### src/reconnect_backoff_supervisor_defines.svh
// Assertion macros for the reconnect backoff supervisor.
`ifndef RECONNECT_BACKOFF_SUPERVISOR_DEFINES_SVH
`define RECONNECT_BACKOFF_SUPERVISOR_DEFINES_SVH

// same-cycle implication
`define RBS_ASSERT_NOW(label, clk, rst, ante, cons) \
  label: assert property (@(posedge clk) disable iff (rst) (ante) |-> (cons)) \
    else $error("rbs assertion failed");

// next-cycle implication
`define RBS_ASSERT_NEXT(label, clk, rst, ante, cons) \
  label: assert property (@(posedge clk) disable iff (rst) (ante) |=> (cons)) \
    else $error("rbs assertion failed");

`endif

### src/rbs_pkg.sv
// Package for the reconnect backoff supervisor: types, codes and defaults.
`timescale 1ns / 1ps
package rbs_pkg;

  localparam int SHIFT_LIMIT_DEFAULT = 20;

  localparam logic [1:0] REG_INITIAL_BACKOFF = 2'd0;
  localparam logic [1:0] REG_MAX_BACKOFF     = 2'd1;
  localparam logic [1:0] REG_MAX_RETRIES     = 2'd2;
  localparam logic [1:0] REG_SLEEP_WAKE      = 2'd3;

  localparam logic [31:0] INITIAL_BACKOFF_RESET = 32'd2000;
  localparam logic [31:0] MAX_BACKOFF_RESET     = 32'd60000;
  localparam logic [7:0]  MAX_RETRIES_RESET     = 8'd5;
  localparam logic [31:0] SLEEP_WAKE_RESET      = 32'd300000;

  localparam logic [2:0] CODE_IDLE       = 3'd0;
  localparam logic [2:0] CODE_WAITING    = 3'd1;
  localparam logic [2:0] CODE_CONNECTING = 3'd2;
  localparam logic [2:0] CODE_CONNECTED  = 3'd3;
  localparam logic [2:0] CODE_SLEEPING   = 3'd4;

  typedef enum logic [3:0] {
    ST_IDLE      = 4'b0001,
    ST_WAITING   = 4'b0010,
    ST_CONNECTED = 4'b0100,
    ST_SLEEPING  = 4'b1000
  } state_t;

  function automatic logic [2:0] state_code(input state_t s);
    logic [2:0] c;
    unique case (s)
      ST_IDLE:      c = CODE_IDLE;
      ST_WAITING:   c = CODE_WAITING;
      ST_CONNECTED: c = CODE_CONNECTED;
      ST_SLEEPING:  c = CODE_SLEEPING;
      default:      c = CODE_IDLE;
    endcase
    return c;
  endfunction

endpackage

### src/reconnect_backoff_supervisor.sv
// Top level of the reconnect backoff supervisor: poll register, state update, result register.
`timescale 1ns / 1ps
`include "reconnect_backoff_supervisor_defines.svh"
//  channel | handshake          | payload
//  --------+--------------------+--------------------------------------------------
//  in      | in_valid, in_stall | time_now_ms, upstream_up, link_up, attempt_ok
//  out     | out_valid,out_stall| conn_state, attempt_issued, just_connected, usable,
//          |                    | retries_done, scheduled_delay_ms
//  cfg     | cfg_we             | cfg_index, cfg_data
//
//  One beat per cycle while the output is not stalled; each poll that is taken reaches the output.
//  The state update (compare, saturating count, backoff shift and cap) sits in one
//  stage between the poll register and the result register.
//  Synchronous reset restores the default configuration and the idle state.
//  A stalled output holds the poll register; in_stall is then raised while it holds a poll.
module reconnect_backoff_supervisor
  import rbs_pkg::*;
#(
  parameter int SHIFT_LIMIT = SHIFT_LIMIT_DEFAULT
) (
  input  logic        clk,
  input  logic        rst,
  input  logic        cfg_we,
  input  logic [1:0]  cfg_index,
  input  logic [31:0] cfg_data,
  input  logic        in_valid,
  output logic        in_stall,
  input  logic [31:0] time_now_ms,
  input  logic        upstream_up,
  input  logic        link_up,
  input  logic        attempt_ok,
  output logic        out_valid,
  input  logic        out_stall,
  output logic [2:0]  conn_state,
  output logic        attempt_issued,
  output logic        just_connected,
  output logic        usable,
  output logic [7:0]  retries_done,
  output logic [31:0] scheduled_delay_ms
);

  localparam int WIDE_W = 32 + SHIFT_LIMIT;
  localparam logic [7:0] SHIFT_MAX = 8'(SHIFT_LIMIT);

  logic [31:0] base_delay_ms;
  logic [31:0] delay_cap_ms;
  logic [7:0]  max_retries;
  logic [31:0] sleep_wake_ms;

  logic        poll_valid;
  logic [31:0] poll_time;
  logic        poll_up;
  logic        poll_link;
  logic        poll_ok;

  state_t      mode, mode_next;
  logic [7:0]  fail_count, fail_count_next;
  logic [31:0] retry_due_time, retry_due_time_next;
  logic [31:0] mode_entry_time, mode_entry_time_next;

  logic        out_load;
  logic        attempt, failure, wake_clear, joined;
  logic [7:0]  fc_base, fc_inc, shift_raw, shift;
  logic [31:0] due_diff, wake_diff, delay, delay_out;
  logic [WIDE_W-1:0] wide_delay, wide_max;

  assign out_load = poll_valid && (!out_valid || !out_stall);
  assign in_stall = poll_valid && !out_load;

  // configuration
  always_ff @(posedge clk) begin
    if (rst) begin
      base_delay_ms <= INITIAL_BACKOFF_RESET;
      delay_cap_ms  <= MAX_BACKOFF_RESET;
      max_retries   <= MAX_RETRIES_RESET;
      sleep_wake_ms <= SLEEP_WAKE_RESET;
    end else if (cfg_we) begin
      unique case (cfg_index)
        REG_INITIAL_BACKOFF: base_delay_ms <= cfg_data;
        REG_MAX_BACKOFF:     delay_cap_ms  <= cfg_data;
        REG_MAX_RETRIES:     max_retries   <= cfg_data[7:0];
        REG_SLEEP_WAKE:      sleep_wake_ms <= cfg_data;
        default: ;
      endcase
    end
  end

  // poll register
  always_ff @(posedge clk) begin
    if (rst) begin
      poll_valid <= 1'b0;
    end else if (!in_stall) begin
      poll_valid <= in_valid;
    end
  end

  always_ff @(posedge clk) begin
    if (!in_stall && in_valid) begin
      poll_time <= time_now_ms;
      poll_up   <= upstream_up;
      poll_link <= link_up;
      poll_ok   <= attempt_ok;
    end
  end

  assign due_diff  = poll_time - retry_due_time;
  assign wake_diff = poll_time - mode_entry_time;
  assign fc_base   = wake_clear ? 8'd0 : fail_count;
  assign fc_inc    = (fc_base == 8'hFF) ? fc_base : fc_base + 8'd1;
  assign shift_raw = (fc_inc == 8'd0) ? 8'd0 : fc_inc - 8'd1;
  assign shift     = (shift_raw > SHIFT_MAX) ? SHIFT_MAX : shift_raw;
  assign wide_delay = WIDE_W'(base_delay_ms) << shift;
  assign wide_max   = WIDE_W'(delay_cap_ms);
  assign delay = (wide_delay > wide_max) ? delay_cap_ms : wide_delay[31:0];

  always_comb begin
    attempt    = 1'b0;
    failure    = 1'b0;
    wake_clear = 1'b0;
    if (poll_up) begin
      unique case (mode)
        ST_IDLE:      attempt = !poll_link;
        ST_WAITING:   attempt = !due_diff[31];
        ST_CONNECTED: failure = !poll_link;
        ST_SLEEPING: begin
          if (wake_diff > sleep_wake_ms) begin
            attempt    = 1'b1;
            wake_clear = 1'b1;
          end
        end
        default: ;
      endcase
    end
  end

  always_comb begin
    mode_next           = mode;
    fail_count_next     = fail_count;
    retry_due_time_next = retry_due_time;
    joined              = 1'b0;
    delay_out           = 32'd0;
    if (!poll_up) begin
      mode_next = ST_IDLE;
    end else if (attempt && poll_ok) begin
      fail_count_next = 8'd0;
      joined          = 1'b1;
      mode_next       = ST_CONNECTED;
    end else if (attempt || failure) begin
      fail_count_next = fc_inc;
      if (fc_inc >= max_retries) begin
        mode_next = ST_SLEEPING;
      end else begin
        delay_out           = delay;
        retry_due_time_next = poll_time + delay;
        mode_next           = ST_WAITING;
      end
    end
    mode_entry_time_next = (mode_next != mode || attempt) ? poll_time : mode_entry_time;
  end

  always_ff @(posedge clk) begin
    if (rst) begin
      mode            <= ST_IDLE;
      fail_count      <= 8'd0;
      retry_due_time  <= 32'd0;
      mode_entry_time <= 32'd0;
    end else if (out_load) begin
      mode            <= mode_next;
      fail_count      <= fail_count_next;
      retry_due_time  <= retry_due_time_next;
      mode_entry_time <= mode_entry_time_next;
    end
  end

  // result register
  always_ff @(posedge clk) begin
    if (rst) begin
      out_valid <= 1'b0;
    end else if (out_load) begin
      out_valid <= 1'b1;
    end else if (!out_stall) begin
      out_valid <= 1'b0;
    end
  end

  always_ff @(posedge clk) begin
    if (out_load) begin
      conn_state         <= state_code(mode_next);
      attempt_issued     <= attempt;
      just_connected     <= joined;
      usable             <= (mode_next == ST_CONNECTED) && poll_link;
      retries_done       <= fail_count_next;
      scheduled_delay_ms <= delay_out;
    end
  end

  `RBS_ASSERT_NOW(a_join_shape, clk, rst, out_valid && just_connected,
    attempt_issued && conn_state == CODE_CONNECTED && retries_done == 8'd0)
  `RBS_ASSERT_NOW(a_delay_waits, clk, rst, out_valid && scheduled_delay_ms != 32'd0,
    conn_state == CODE_WAITING)
  `RBS_ASSERT_NOW(a_usable_conn, clk, rst, out_valid && usable,
    conn_state == CODE_CONNECTED)
  `RBS_ASSERT_NEXT(a_load_shows, clk, rst, out_load, out_valid)

endmodule

### config.mk
export PLATFORM = sky130hd
export DESIGN_NAME = reconnect_backoff_supervisor
export DESIGN_NICKNAME = d
export VERILOG_FILES = /design/src/rbs_pkg.sv /design/src/reconnect_backoff_supervisor.sv
export VERILOG_INCLUDE_DIRS = /design/src /design/src/src
export SDC_FILE = /design/constraint.sdc
export NUM_CORES = 1
export LEC_CHECK = 0
export BUFFER_PORTS_ARGS = -buffer_cell sky130_fd_sc_hd__buf_2
export CAP_MARGIN = 20
export CORE_MARGIN = 2
export CORE_UTILIZATION = 30
export CTS_CLUSTER_SIZE = 25
export DETAILED_ROUTE_END_ITERATION = 10
export MAX_ROUTING_LAYER = met4
export SLEW_MARGIN = 20
export SYNTH_ARGS = -nofsm -noshare
export SYNTH_HDL_FRONTEND = slang
export SYNTH_SLANG_ARGS = --single-unit
### constraint.sdc
create_clock -name clk -period 21.3 [get_ports clk]
set_input_delay 4.26 -clock clk [delete_from_list [all_inputs] [get_ports clk]]
set_output_delay 4.26 -clock clk [all_outputs]
set_load 0.02 [all_outputs]
Word-level counts from Yosys, hierarchy flattened
Index checks and enable logic that the tools add are counted.

Register bits after elaboration: 263. Input bits: 74. Output and inout port bits: 48. Word-level logic and storage cells: 93.

Add/sub/neg operators: 5. Magnitude comparators: 4. Equal/unequal tests: 13. Shift operators: 1. Multiplexer cells: 23. Bitwise gates (word level): 4. Reductions and logical operators: 23.

Operator list (number): $sub A32 B32 Y32 (2); $mux W8 (7); $gt A52 B32 Y1 (1); $shl A32 B8 Y52 (1); $add A32 B32 Y32 (1); $gt A32 B32 Y1 (1); $mux W32 (1); $mux W4 (4); $reduce_and A2 Y1 (5); $mux W1 (9); $pmux W3 S3 (1); $add A8 B1 Y8 const B (1); $eq A4 B2 Y1 const B (2); $eq A4 B3 Y1 const B (2); $eq A4 B4 Y1 const B (2); $eq A8 B8 Y1 const B (1); $ge A8 B8 Y1 (1); $gt A8 B5 Y1 const B (1); $logic_not A8 Y1 (1); $sub A8 B1 Y8 const B (1); $logic_not A1 Y1 (6); $logic_and A1 B1 Y1 (5); $reduce_and A5 Y1 (1); $eq A2 B2 Y1 const B (2); other kinds (9) (14).

Longest topological paths before layout
Gate-level depths: netlist (run 1).

Depth after elaboration: 16. Mapped depth: 89. Gate-level depth less buffers: 81.

Worst setup path after synthesis (run 1)
No wires, ideal clock.

Path type: register -> register. From: reg poll_time[0]. To: reg retry_due_time[31]. Library setup time: 0.078 ns. Arrival time: 16.137 ns. Required time: 21.222 ns. Path slack: 5.085 ns. Stages on the path, launching flop included: 84. Buffers on the path: 7. Period minus slack after synthesis: 16.215 ns. Path through: edfxtp_1 -> inv_1 -> ha_1 -> inv_1 -> fa_1 -> a21o_1 -> a21oi_1 -> o21ai_0 -> a21oi_1 -> o21bai_1 -> a21oi_1 -> o21ai_0 -> a2111oi_0 -> or4_1 -> a31oi_1 -> a41o_1 -> o211ai_1 -> nand2_1 -> [... 48 more ...] -> ha_1 -> a21oi_1 -> nor2b_1 -> a311o_1 -> o31a_1 -> o211a_1 -> a31oi_1 -> a211oi_1 -> o31ai_1 -> o21ai_0 -> a31o_2 -> a21o_1 -> a41oi_1 -> a21oi_1 -> and4_1 -> o21ai_0 -> nand4_1 -> nor3_1.

Word-level cells in the longest chain between the ends: 16. Elaborated cells between the ends (all ways): 28.

RTL lines: start: declaration (RTL line reconnect_backoff_supervisor.sv:51) `logic [31:0] poll_time;`; start signal: assignment (RTL line reconnect_backoff_supervisor.sv:99) `poll_time <= time_now_ms;`; $sub A32 B32 Y32 (*) (RTL line reconnect_backoff_supervisor.sv:107) `assign wake_diff = poll_time - mode_entry_time;`; $gt A32 B32 Y1 (*) (RTL line reconnect_backoff_supervisor.sv:126) `if (wake_diff > sleep_wake_ms) begin`; $mux W1 (*) (RTL line reconnect_backoff_supervisor.sv:126); $mux W1 (*) (RTL line reconnect_backoff_supervisor.sv:121) `unique case (mode)`; $mux W1 (*) (RTL line reconnect_backoff_supervisor.sv:120) `if (poll_up) begin`; $mux W8 (*) (RTL line reconnect_backoff_supervisor.sv:108) `assign fc_base = wake_clear ? 8'd0 : fail_count;`; $add A8 B1 Y8 or $eq A8 B8 Y1 (tied branches) (RTL line reconnect_backoff_supervisor.sv:109) `assign fc_inc = (fc_base == 8'hFF) ? fc_base : fc_base + 8'd1;`; $mux W8 (*) (RTL line reconnect_backoff_supervisor.sv:109); $sub A8 B1 Y8 or $logic_not A8 Y1 (tied branches) (RTL line reconnect_backoff_supervisor.sv:110) `assign shift_raw = (fc_inc == 8'd0) ? 8'd0 : fc_inc - 8'd1;`; $mux W8 (*) (RTL line reconnect_backoff_supervisor.sv:110); $gt A8 B5 Y1 (RTL line reconnect_backoff_supervisor.sv:111) `assign shift = (shift_raw > SHIFT_MAX) ? SHIFT_MAX : shift_raw;`; $mux W8 (*) (RTL line reconnect_backoff_supervisor.sv:111); $shl A32 B8 Y52 (*) (RTL line reconnect_backoff_supervisor.sv:112) `assign wide_delay = WIDE_W'(base_delay_ms) << shift;`; $gt A52 B32 Y1 (RTL line reconnect_backoff_supervisor.sv:114) `assign delay = (wide_delay > wide_max) ? delay_cap_ms : wide_delay[31:0];`; $mux W32 (*) (RTL line reconnect_backoff_supervisor.sv:114); named net delay[0] (RTL line reconnect_backoff_supervisor.sv:64) `logic [31:0] due_diff, wake_diff, delay, delay_out;`; $add A32 B32 Y32 (*) (RTL line reconnect_backoff_supervisor.sv:154) `retry_due_time_next = poll_time + delay;`; end signal: assignment (RTL line reconnect_backoff_supervisor.sv:170) `retry_due_time <= retry_due_time_next;`; end: declaration (RTL line reconnect_backoff_supervisor.sv:58) `logic [31:0] retry_due_time, retry_due_time_next;`.

The timed path passes the listed nets; every way through them passes the cells marked *. A chain may end at the register's enable or synchronous reset.

Final worst setup path (run 1)
Ends and elaborated chain as after synthesis.

==> results of run 1 <==
layout by cell type (no fill, tap or decap), types with 9 or more instances in the layout:
master	Yosys	layout
sky130_fd_sc_hd__o21ai_2	28	29
sky130_fd_sc_hd__a21o_1	43	43
sky130_fd_sc_hd__o21a_1	12	12
sky130_fd_sc_hd__a31oi_1	15	15
sky130_fd_sc_hd__nand3_1	61	60
sky130_fd_sc_hd__nand2b_1	20	20
sky130_fd_sc_hd__nand2_1	338	338
sky130_fd_sc_hd__nand3b_1	13	13
sky130_fd_sc_hd__and3_1	16	16
sky130_fd_sc_hd__nor3_1	38	36
sky130_fd_sc_hd__xor2_1	20	20
sky130_fd_sc_hd__nor2_1	169	169
sky130_fd_sc_hd__xnor2_1	42	42
sky130_fd_sc_hd__and2_1	12	12
sky130_fd_sc_hd__edfxtp_1	81	81
sky130_fd_sc_hd__a21oi_1	212	212
sky130_fd_sc_hd__mux2i_1	67	67
sky130_fd_sc_hd__a22oi_1	9	9
sky130_fd_sc_hd__o21ai_0	85	85
sky130_fd_sc_hd__o211ai_1	19	19
sky130_fd_sc_hd__a211oi_1	16	16
sky130_fd_sc_hd__clkbuf_16	0	34
sky130_fd_sc_hd__or3_1	10	10
sky130_fd_sc_hd__ha_1	167	166
sky130_fd_sc_hd__or2_2	11	11
sky130_fd_sc_hd__dfxtp_1	182	182
sky130_fd_sc_hd__nand4_1	26	26
sky130_fd_sc_hd__a211o_1	25	25
sky130_fd_sc_hd__buf_4	3	22
sky130_fd_sc_hd__mux2_2	14	14
sky130_fd_sc_hd__inv_1	173	173
sky130_fd_sc_hd__buf_2	5	121
sky130_fd_sc_hd__nor2b_1	47	46
logic make-up (layout without fill, tap and decap cells):
family	count (synthesis)	after routing	share of synthesized area [%]
XOR/XNOR	62	62	3.020
buffers and inverters	280	376	6.152
adder cells (fa/ha/maj)	169	169	11.84
AND/OR/NAND/NOR	801	801	20.61
other	0	1	0
multiplexers	83	83	4.732
AO/OA/AOI/OAI	549	549	19.85
flip-flops	263	263	33.79
cells in the mapped netlist (all sizes together), types with 16 or more instances:
cell | count | share of area [%]
dfxtp | 182 | 20
xnor2 | 42 | 2.0
o21ai | 116 | 3.8
xor2 | 20 | 0.97
a21oi | 213 | 5.9
nor2 | 170 | 3.6
nor2b | 47 | 1.6
and3 | 16 | 0.56
a31oi | 16 | 0.64
a21o | 43 | 1.8
a211o | 25 | 1.2
nand2 | 338 | 7.1
nor3 | 42 | 1.3
o211ai | 19 | 0.79
ha | 167 | 12
mux2i | 67 | 3.7
inv | 173 | 3.6
mux2 | 16 | 1.0
nand3 | 61 | 1.7
a211oi | 17 | 0.74
nand2b | 20 | 0.70
nand4 | 26 | 0.90
edfxtp | 81 | 14
clkbuf | 85 | 1.8
buf | 21 | 0.74
area by class of cell:
cell class | count | area (um^2)
well taps | 773 | 967.2
fillers | 6167 | 38640
inverters | 174 | 656.9
clock buffers | 46 | 975.9
diodes | 1 | 2.502
clock inverters | 12 | 133.9
multi-input cells | 1664 | 10890
flip-flops and latches | 263 | 6076
repair buffers | 144 | 782.0
state kept, by name, indices dropped and copies added, names as in the netlist, 8 cells and up:
| name | count |
|---|---|
| base_delay_ms | 32 |
| delay_cap_ms | 32 |
| fail_count | 8 |
| max_retries | 8 |
| mode_entry_time | 32 |
| poll_time | 32 |
| retries_done | 8 |
| retry_due_time | 32 |
| scheduled_delay_ms | 32 |
| sleep_wake_ms | 32 |
routing by layer:
layer	global-route usage (%)	up-vias	wire, um
li1	-	7921	-
met1	25.48	7752	27320
met2	29.52	455	25830
met3	2.905	75	3642
met4	4.450	0	1487
met5	-	-	0
critical path: cells and delay by family, from the launching register on:
kind / cells / cell delay, ns
AND/OR/NAND/NOR: 24 / 5.89
multiplexers: 2 / 0.88
buffers and inverters: 3 / 0.65
AO/OA/AOI/OAI: 39 / 9.13
XOR/XNOR: 2 / 0.22
flip-flops: 1 / 0.43
adder cells (fa/ha/maj): 7 / 2.29
path summary, 6_finish.rpt:
kind                                         from                               to  slack (ns)  depth (start not counted)
setup / recovery           poll_time[0]$_DFFE_PP_  retry_due_time[31]$_SDFFE_PP0P_        1.61                         77
hold / removal    retry_due_time[24]$_SDFFE_PP0P_  retry_due_time[24]$_SDFFE_PP0P_        0.45                          2
setup reg to reg           poll_time[0]$_DFFE_PP_  retry_due_time[31]$_SDFFE_PP0P_        1.61                         77
hold reg to reg   retry_due_time[24]$_SDFFE_PP0P_  retry_due_time[24]$_SDFFE_PP0P_        0.45                          2
per-stage QoR:
step           setup slack [ns]  cell area [um^2]  total power, mW  hold slack, ns  std cells
2_1_floorplan             5.085             17980           0.9136          0.4319       2207
3_3_place_gp              1.957             19330            1.025          0.4434       3016
3_5_place_dp              1.609             19340            1.034          0.4445       3017
4_1_cts                   1.430             20450            1.612          0.4529       3075
5_1_grt                 0.07301             20490            1.686          0.4727       3077
6_report                  1.610             20490            1.600          0.4511       3077
power by group through the flow:
stage	registers, mW	logic, mW	clock network, mW
6_report	0.554	0.476	0.570
2_1_floorplan	0.564	0.350	0
3_3_place_gp	0.565	0.460	0
5_1_grt	0.557	0.526	0.603
3_5_place_dp	0.565	0.469	0
4_1_cts	0.554	0.473	0.584
repair_timing:
action / 4_1_cts / 5_1_grt
buffers inserted: 0 / 0
gates resized for setup: 0 / 3
endpoints found under the setup margin: 0 / 3
==> key figures, run 1 <==
Status
  – Outcome: completed

Pwr
  – Reported net switching power: around 540 uW
  – Sw frac: between 30% and 40%
  – Peak supply drop: between 0.06 and 0.07 mV
  – Cell internal pwr: 1.064 mW
  – Comb pwr share: roughly 30%
  – Power per Cell Area: ~80 nW/um^2
  – Sequential power share: 34.6%
  – Share of power burned in the clock network: 35.6%
  – Pleak: around 8.5 nW

Yosys
  – Number of nets produced by synthesis: around 2500
  – Number of flops mapped to enable cells by yosys: between 80 and 90
  – Proportion of synthesized flip-flops having asynchronous set or reset: 0%
  – Cells after synthesis: approximately 2200
  – Portion of the post-synthesis area used by sequential elements: approximately a third
  – Synth Register Bits: approximately 260
  – Avg Synthesized Cell Area: 8.147 um^2
  – Count of different cell masters after synthesis: between 80 and 90
  – Post-Syn Area: roughly 18000 um^2
  – Yosys warns: 0
  – Commonest register cell after synthesis: sky130_fd_sc_hd__dfxtp_1

Cells and area
  – Share of the core filled with cells in the final layout: between 30% and 40%
  – Area Overhead vs Synth: 13.95%
  – Layout cells sized above 1: 12.38%
  – Final nets: roughly 2500

STA
  – Actual slew at the worst max-slew pin: slightly above 1 ns
  – Setup violations, final: 0
  – Final critical delay including setup and external delays: 19.69 ns
  – Worst slew margin: slightly above 30%
  – Maximum clock frequency: 50.79 MHz
  – Setup repair after global routing missed its margin: no
  – Clock Skews: approximately 0.029 ns
  – Final-report max-slew violation count: 0
  – Setup TNS: 0 ns
  – Part of the cycle the worst path needs: 92.44%
  – Final hold violations: 0

Setup path
  – Critical path fanouts, max: 23
  – Category of the worst setup path capture point: flop
  – Cell type with the highest occurrence count on the critical path: sky130_fd_sc_hd__a21oi_1
  – Kind of critical path: flop to flop
  – Data required time of the worst path: around 22 ns
  – Crit start category: flop
  – Delay of the slowest cell on the worst path: about 0.87 ns
  – Library cell contributing the largest single delay on the critical path: sky130_fd_sc_hd__nor2_1
  – Arrival time reported for the critical path endpoint: 20.12 ns

Drt
  – DRT Pass-1 Iters: 6
  – Mean routed wirelength per cell: 18.94 um
  – Post-route ant nets: 0
  – Via count normalized by instance count: 5.266
  – Number of DRC violations after detailed-routing iteration 0: approximately 1100
  – Via count: ~16000
  – Total DRC errors in the routed layout: 0
  – Routed wire length: just under 60000 um

Die
  – Width of the die: 248.8 um
  – Placeable core region: 59130 um^2
  – Total I/O pin count: between 100 and 150
  – Die area: between 60000 and 70000 um^2
  – Std-Cell Rows: 89
  – Initial core utilization: about 30%
  – Die boundary height: roughly 250 um

Place
  – Half-perimeter wire length after detailed placement: 44910 um
  – Port Buf Inserts: between 100 and 150
  – Global placement routability congestion: between 0.9 and 1

Global routing
  – First-pass GRT wire length: between 90000 and 100000 um
  – Total global routing overflow: 0
  – Vias in the first global route: roughly 16000
  – Total track usage: approximately a fifth
  – Antenna violations before repair: 3
  – Largest net degree at the start of global routing: just under 80

Clock network
  – Clock insertion delay at the later pin of the skew report: roughly 0.60 ns
  – Register clock-pin slew on the reported worst setup and hold paths: 0.06 ns
  – TritonCTS clock tree: done
  – Clock buffer depth: 3
  – Clock root cell: sky130_fd_sc_hd__clkbuf_16
  – Maximum level of the CTS H-tree: 1
  – # hold bufs at CTS: 0
  – Number of clock sinks: between 200 and 300
  – CTS buffer count: 31

Min path
  – Worst hold-check path type: flop to flop

Flow run
  – Max_cap viols: 0
(Power assumes the default switching activity.)
==> inputs of run 2 (changes only) <==
CORE_UTILIZATION = 35   (was 30)
PLACE_DENSITY_LB_ADDON = 0.2   (was unset)
==> key figures, run 2 (same netlist as run 1, synthesis figures left out) <==
Die
  – Initial core utilization: 35.19% (was 30.41%)
  – Width of the die: 230.7 um (was 248.8 um)
  – Die boundary height: 230.7 um (was 248.8 um)
  – Total I/O pin count: 122 (unchanged)
  – Die area: 53200 um^2 (was 61910 um^2)
  – Placeable core region: 51090 um^2 (was 59130 um^2)
  – Std-Cell Rows: 83 (was 89)

Setup path
  – Category of the worst setup path capture point: flop (unchanged)
  – FF-to-FF End: retry_due_time[30]$_SDFFE_PP0P_ (was retry_due_time[31]$_SDFFE_PP0P_)
  – Worst setup path endpoint: retry_due_time[30]$_SDFFE_PP0P_ (was retry_due_time[31]$_SDFFE_PP0P_)
  – Setup slack of the worst register-to-register path: 1.73 ns (was 1.61 ns)
  – Cell type with the highest occurrence count on the critical path: sky130_fd_sc_hd__a21oi_1 (unchanged)
  – Delay of the slowest cell on the worst path: 0.81 ns (was 0.87 ns)
  – Worst setup path start: poll_time[0]$_DFFE_PP_ (unchanged)
  – Depth of the most critical reg-to-reg path: 78 (was 77)
  – Combined buffer and inverter count along the critical path: 3 (unchanged)
  – Critical path fanouts, max: 23 (unchanged)
  – WP depth: 78 (was 77)
  – Kind of critical path: flop to flop (unchanged)
  – Library cell contributing the largest single delay on the critical path: sky130_fd_sc_hd__ha_2 (was sky130_fd_sc_hd__nor2_1)
  – Dominant delay contributor by cell family on the critical path: compound AO/OA/AOI/OAI gates (unchanged)
  – Arrival time reported for the critical path endpoint: 20.04 ns (was 20.12 ns)
  – Data required time of the worst path: 21.77 ns (was 21.73 ns)
  – Startpoint of the worst-slack reg-to-reg timing path: poll_time[0]$_DFFE_PP_ (unchanged)
  – Crit start category: flop (unchanged)

Drt
  – Post-route ant nets: 0 (unchanged)
  – Mean routed wirelength per cell: 19.59 um (was 18.94 um)
  – Via count normalized by instance count: 5.322 (was 5.266)
  – Total DRC errors in the routed layout: 0 (unchanged)
  – Number of DRC violations after detailed-routing iteration 0: 1015 (was 1098)
  – Via count: 15910 (was 16200)
  – Routed wire length: 58560 um (was 58280 um)
  – DRT Pass-1 Iters: 6 (unchanged)

STA
  – Part of the cycle the worst path needs: 91.86% (was 92.44%)
  – Actual slew at the worst max-slew pin: 0.9992 ns (was 1.034 ns)
  – Setup violations, final: 0 (unchanged)
  – Post-route worst setup slack: 1.734 ns (was 1.610 ns)
  – Clock Skews: 0.03167 ns (was 0.02888 ns)
  – Final hold violations: 0 (unchanged)
  – Final-report max-slew violation count: 0 (unchanged)
  – Worst slew margin: 33.39% (was 31.06%)
  – Worst hold slack across all endpoints: 0.4512 ns (was 0.4511 ns)
  – Setup TNS: 0 ns (unchanged)
  – Maximum clock frequency: 51.11 MHz (was 50.79 MHz)
  – Setup repair after global routing missed its margin: no (unchanged)
  – Final critical delay including setup and external delays: 19.57 ns (was 19.69 ns)

Place
  – Half-perimeter wire length after detailed placement: 44640 um (was 44910 um)
  – Worst-case setup slack after placement: 1.615 ns (was 1.609 ns)
  – Port Buf Inserts: 121 (unchanged)
  – Cell total after placement: 2926 (was 3017)
  – Global placement routability congestion: 0.9253 (was 0.9388)

Global routing
  – Antenna violations before repair: 2 (was 3)
  – First-pass GRT wire length: 90690 um (was 90130 um)
  – Total track usage: 22.63% (was 18.85%)
  – Vias in the first global route: 15500 (about the same)
  – Total global routing overflow: 0 (unchanged)
  – Largest net degree at the start of global routing: 106 (was 79)

Cells and area
  – Multi-input logic area: 10870 um^2 (was 10890 um^2)
  – Top library cells by usage in the layout, fill and taps aside: 338 x sky130_fd_sc_hd__nand2_1, 212 x sky130_fd_sc_hd__a21oi_1, 182 x sky130_fd_sc_hd__dfxtp_1, 173 x sky130_fd_sc_hd__inv_1, 169 x sky130_fd_sc_hd__nor2_1 (unchanged)
  – Area occupied by registers: 6076 um^2 (unchanged)
  – Filler instances: 5329 (was 6167)
  – Final nets: 2525 (was 2521)
  – Layout cells sized above 1: 12.14% (was 12.38%)
  – Share of the core filled with cells in the final layout: 39.79% (was 34.65%)
  – Post-route insts no fill: 2989 (was 3077)
  – Area Overhead vs Synth: 13.08% (was 13.95%)
  – Commonest non-fill, non-tap cell in the layout: sky130_fd_sc_hd__nand2_1 (unchanged)

Status
  – Outcome: completed (unchanged)

Pwr
  – Sequential power share: 34.9% (was 34.6%)
  – Reported net switching power: 537.1 uW (was 536.4 uW)
  – Comb pwr share: 29.5% (was 29.7%)
  – Cell internal pwr: 1.052 mW (was 1.064 mW)
  – Share of power burned in the clock network: 35.6% (about the same)
  – Power per Cell Area: 78.17 nW/um^2 (was 78.09 nW/um^2)
  – Pleak: 8.443 nW (was 8.476 nW)
  – Sw frac: 33.79% (was 33.52%)
  – Peak supply drop: 0.05939 mV (was 0.06014 mV)

Flow run
  – Max_cap viols: 0 (unchanged)

Clock network
  – TritonCTS clock tree: done (unchanged)
  – Register clock-pin slew on the reported worst setup and hold paths: 0.06 ns (about the same)
  – CTS buffer count: 34 (was 31)
  – Clock buffer depth: 3 (unchanged)
  – Clock insertion delay at the later pin of the skew report: 0.56 ns (was 0.60 ns)
  – Number of clock sinks: 263 (unchanged)
  – Maximum level of the CTS H-tree: 2 (was 1)
  – Clock root cell: sky130_fd_sc_hd__clkbuf_16 (unchanged)

Min path
  – Worst hold-check path type: flop to flop (unchanged)
run 2: changes by cell type in the layout (fill, tap and decap cells not counted), sizes merged:
cell | before | now
buf | 144 | 145
clkbuf | 46 | 44
clkinv | 8 | 13
clkinvlp | 1 | 3
diode | 1 | 2
inv | 175 | 173
run 2: power groups by stage:
stage,registers [mW],logic (mW),clock network (mW)
CTS,0.555,0.470,0.582
global route,0.557,0.523,0.601
floorplan,0.564,0.350,0
finish,0.555,0.469,0.566
global placement,0.565,0.460,0
detailed placement,0.565,0.466,0
run 2: per-stage QoR:
step	power [mW]	instance area, um^2
after floorplan	0.9136	17980
after global placement	1.025	19230
after detailed placement	1.031	19240
after CTS	1.606	20320
after global routing	1.681	20330
final	1.589	20330
run 2: cell type report:
class                   instances  area share (%)
clock inverters                17          0.8123
multi-input cells            1664           53.46
inverters                     174           3.212
clock buffers                  44           4.523
repair buffers                145           3.895
flip-flops and latches        263           29.88
well taps                     680           4.185
diodes                          2         0.02462
run 2: timing repair:
| action | 4_1_cts | 5_1_grt |
|---|---|---|
| setup buffers | 0 | 0 |
| hold buffers | 0 | 0 |
| gates resized for setup | 0 | 1 |
| setup endpoints to repair | 0 | 2 |
run 2: routing by layer:
layer	share of wire, %	vias up	GRT usage (%)	routed length (um)
li1	-	7929	-	-
met1	47	7490	29.36	27260
met2	45	390	35.34	26170
met3	4.7	97	3.520	2735
met4	4.1	0	8.952	2394
met5	0	-	-	0
run 2: how the worst min path moves through the flow:
stage,endpoint,cells past startpoint,slack (ns),start
after global routing,delay_cap_ms[10]$_SDFFE_PP0P_,2,0.47,delay_cap_ms[10]$_SDFFE_PP0P_
after CTS,retry_due_time[9]$_SDFFE_PP0P_,2,0.45,retry_due_time[9]$_SDFFE_PP0P_
final,retry_due_time[9]$_SDFFE_PP0P_,2,0.45,retry_due_time[9]$_SDFFE_PP0P_
after floorplan,retry_due_time[13]$_SDFFE_PP0P_,2,0.43,retry_due_time[13]$_SDFFE_PP0P_
after global placement,retry_due_time[3]$_SDFFE_PP0P_,2,0.44,retry_due_time[3]$_SDFFE_PP0P_
after detailed placement,retry_due_time[9]$_SDFFE_PP0P_,2,0.44,retry_due_time[9]$_SDFFE_PP0P_
run 2: tightest hold or removal path, delay by kind of cell (launching register included):
family          cells  cell delay (ns)
compound gates      1             0.05
flops               1             0.31
simple gates        1             0.05
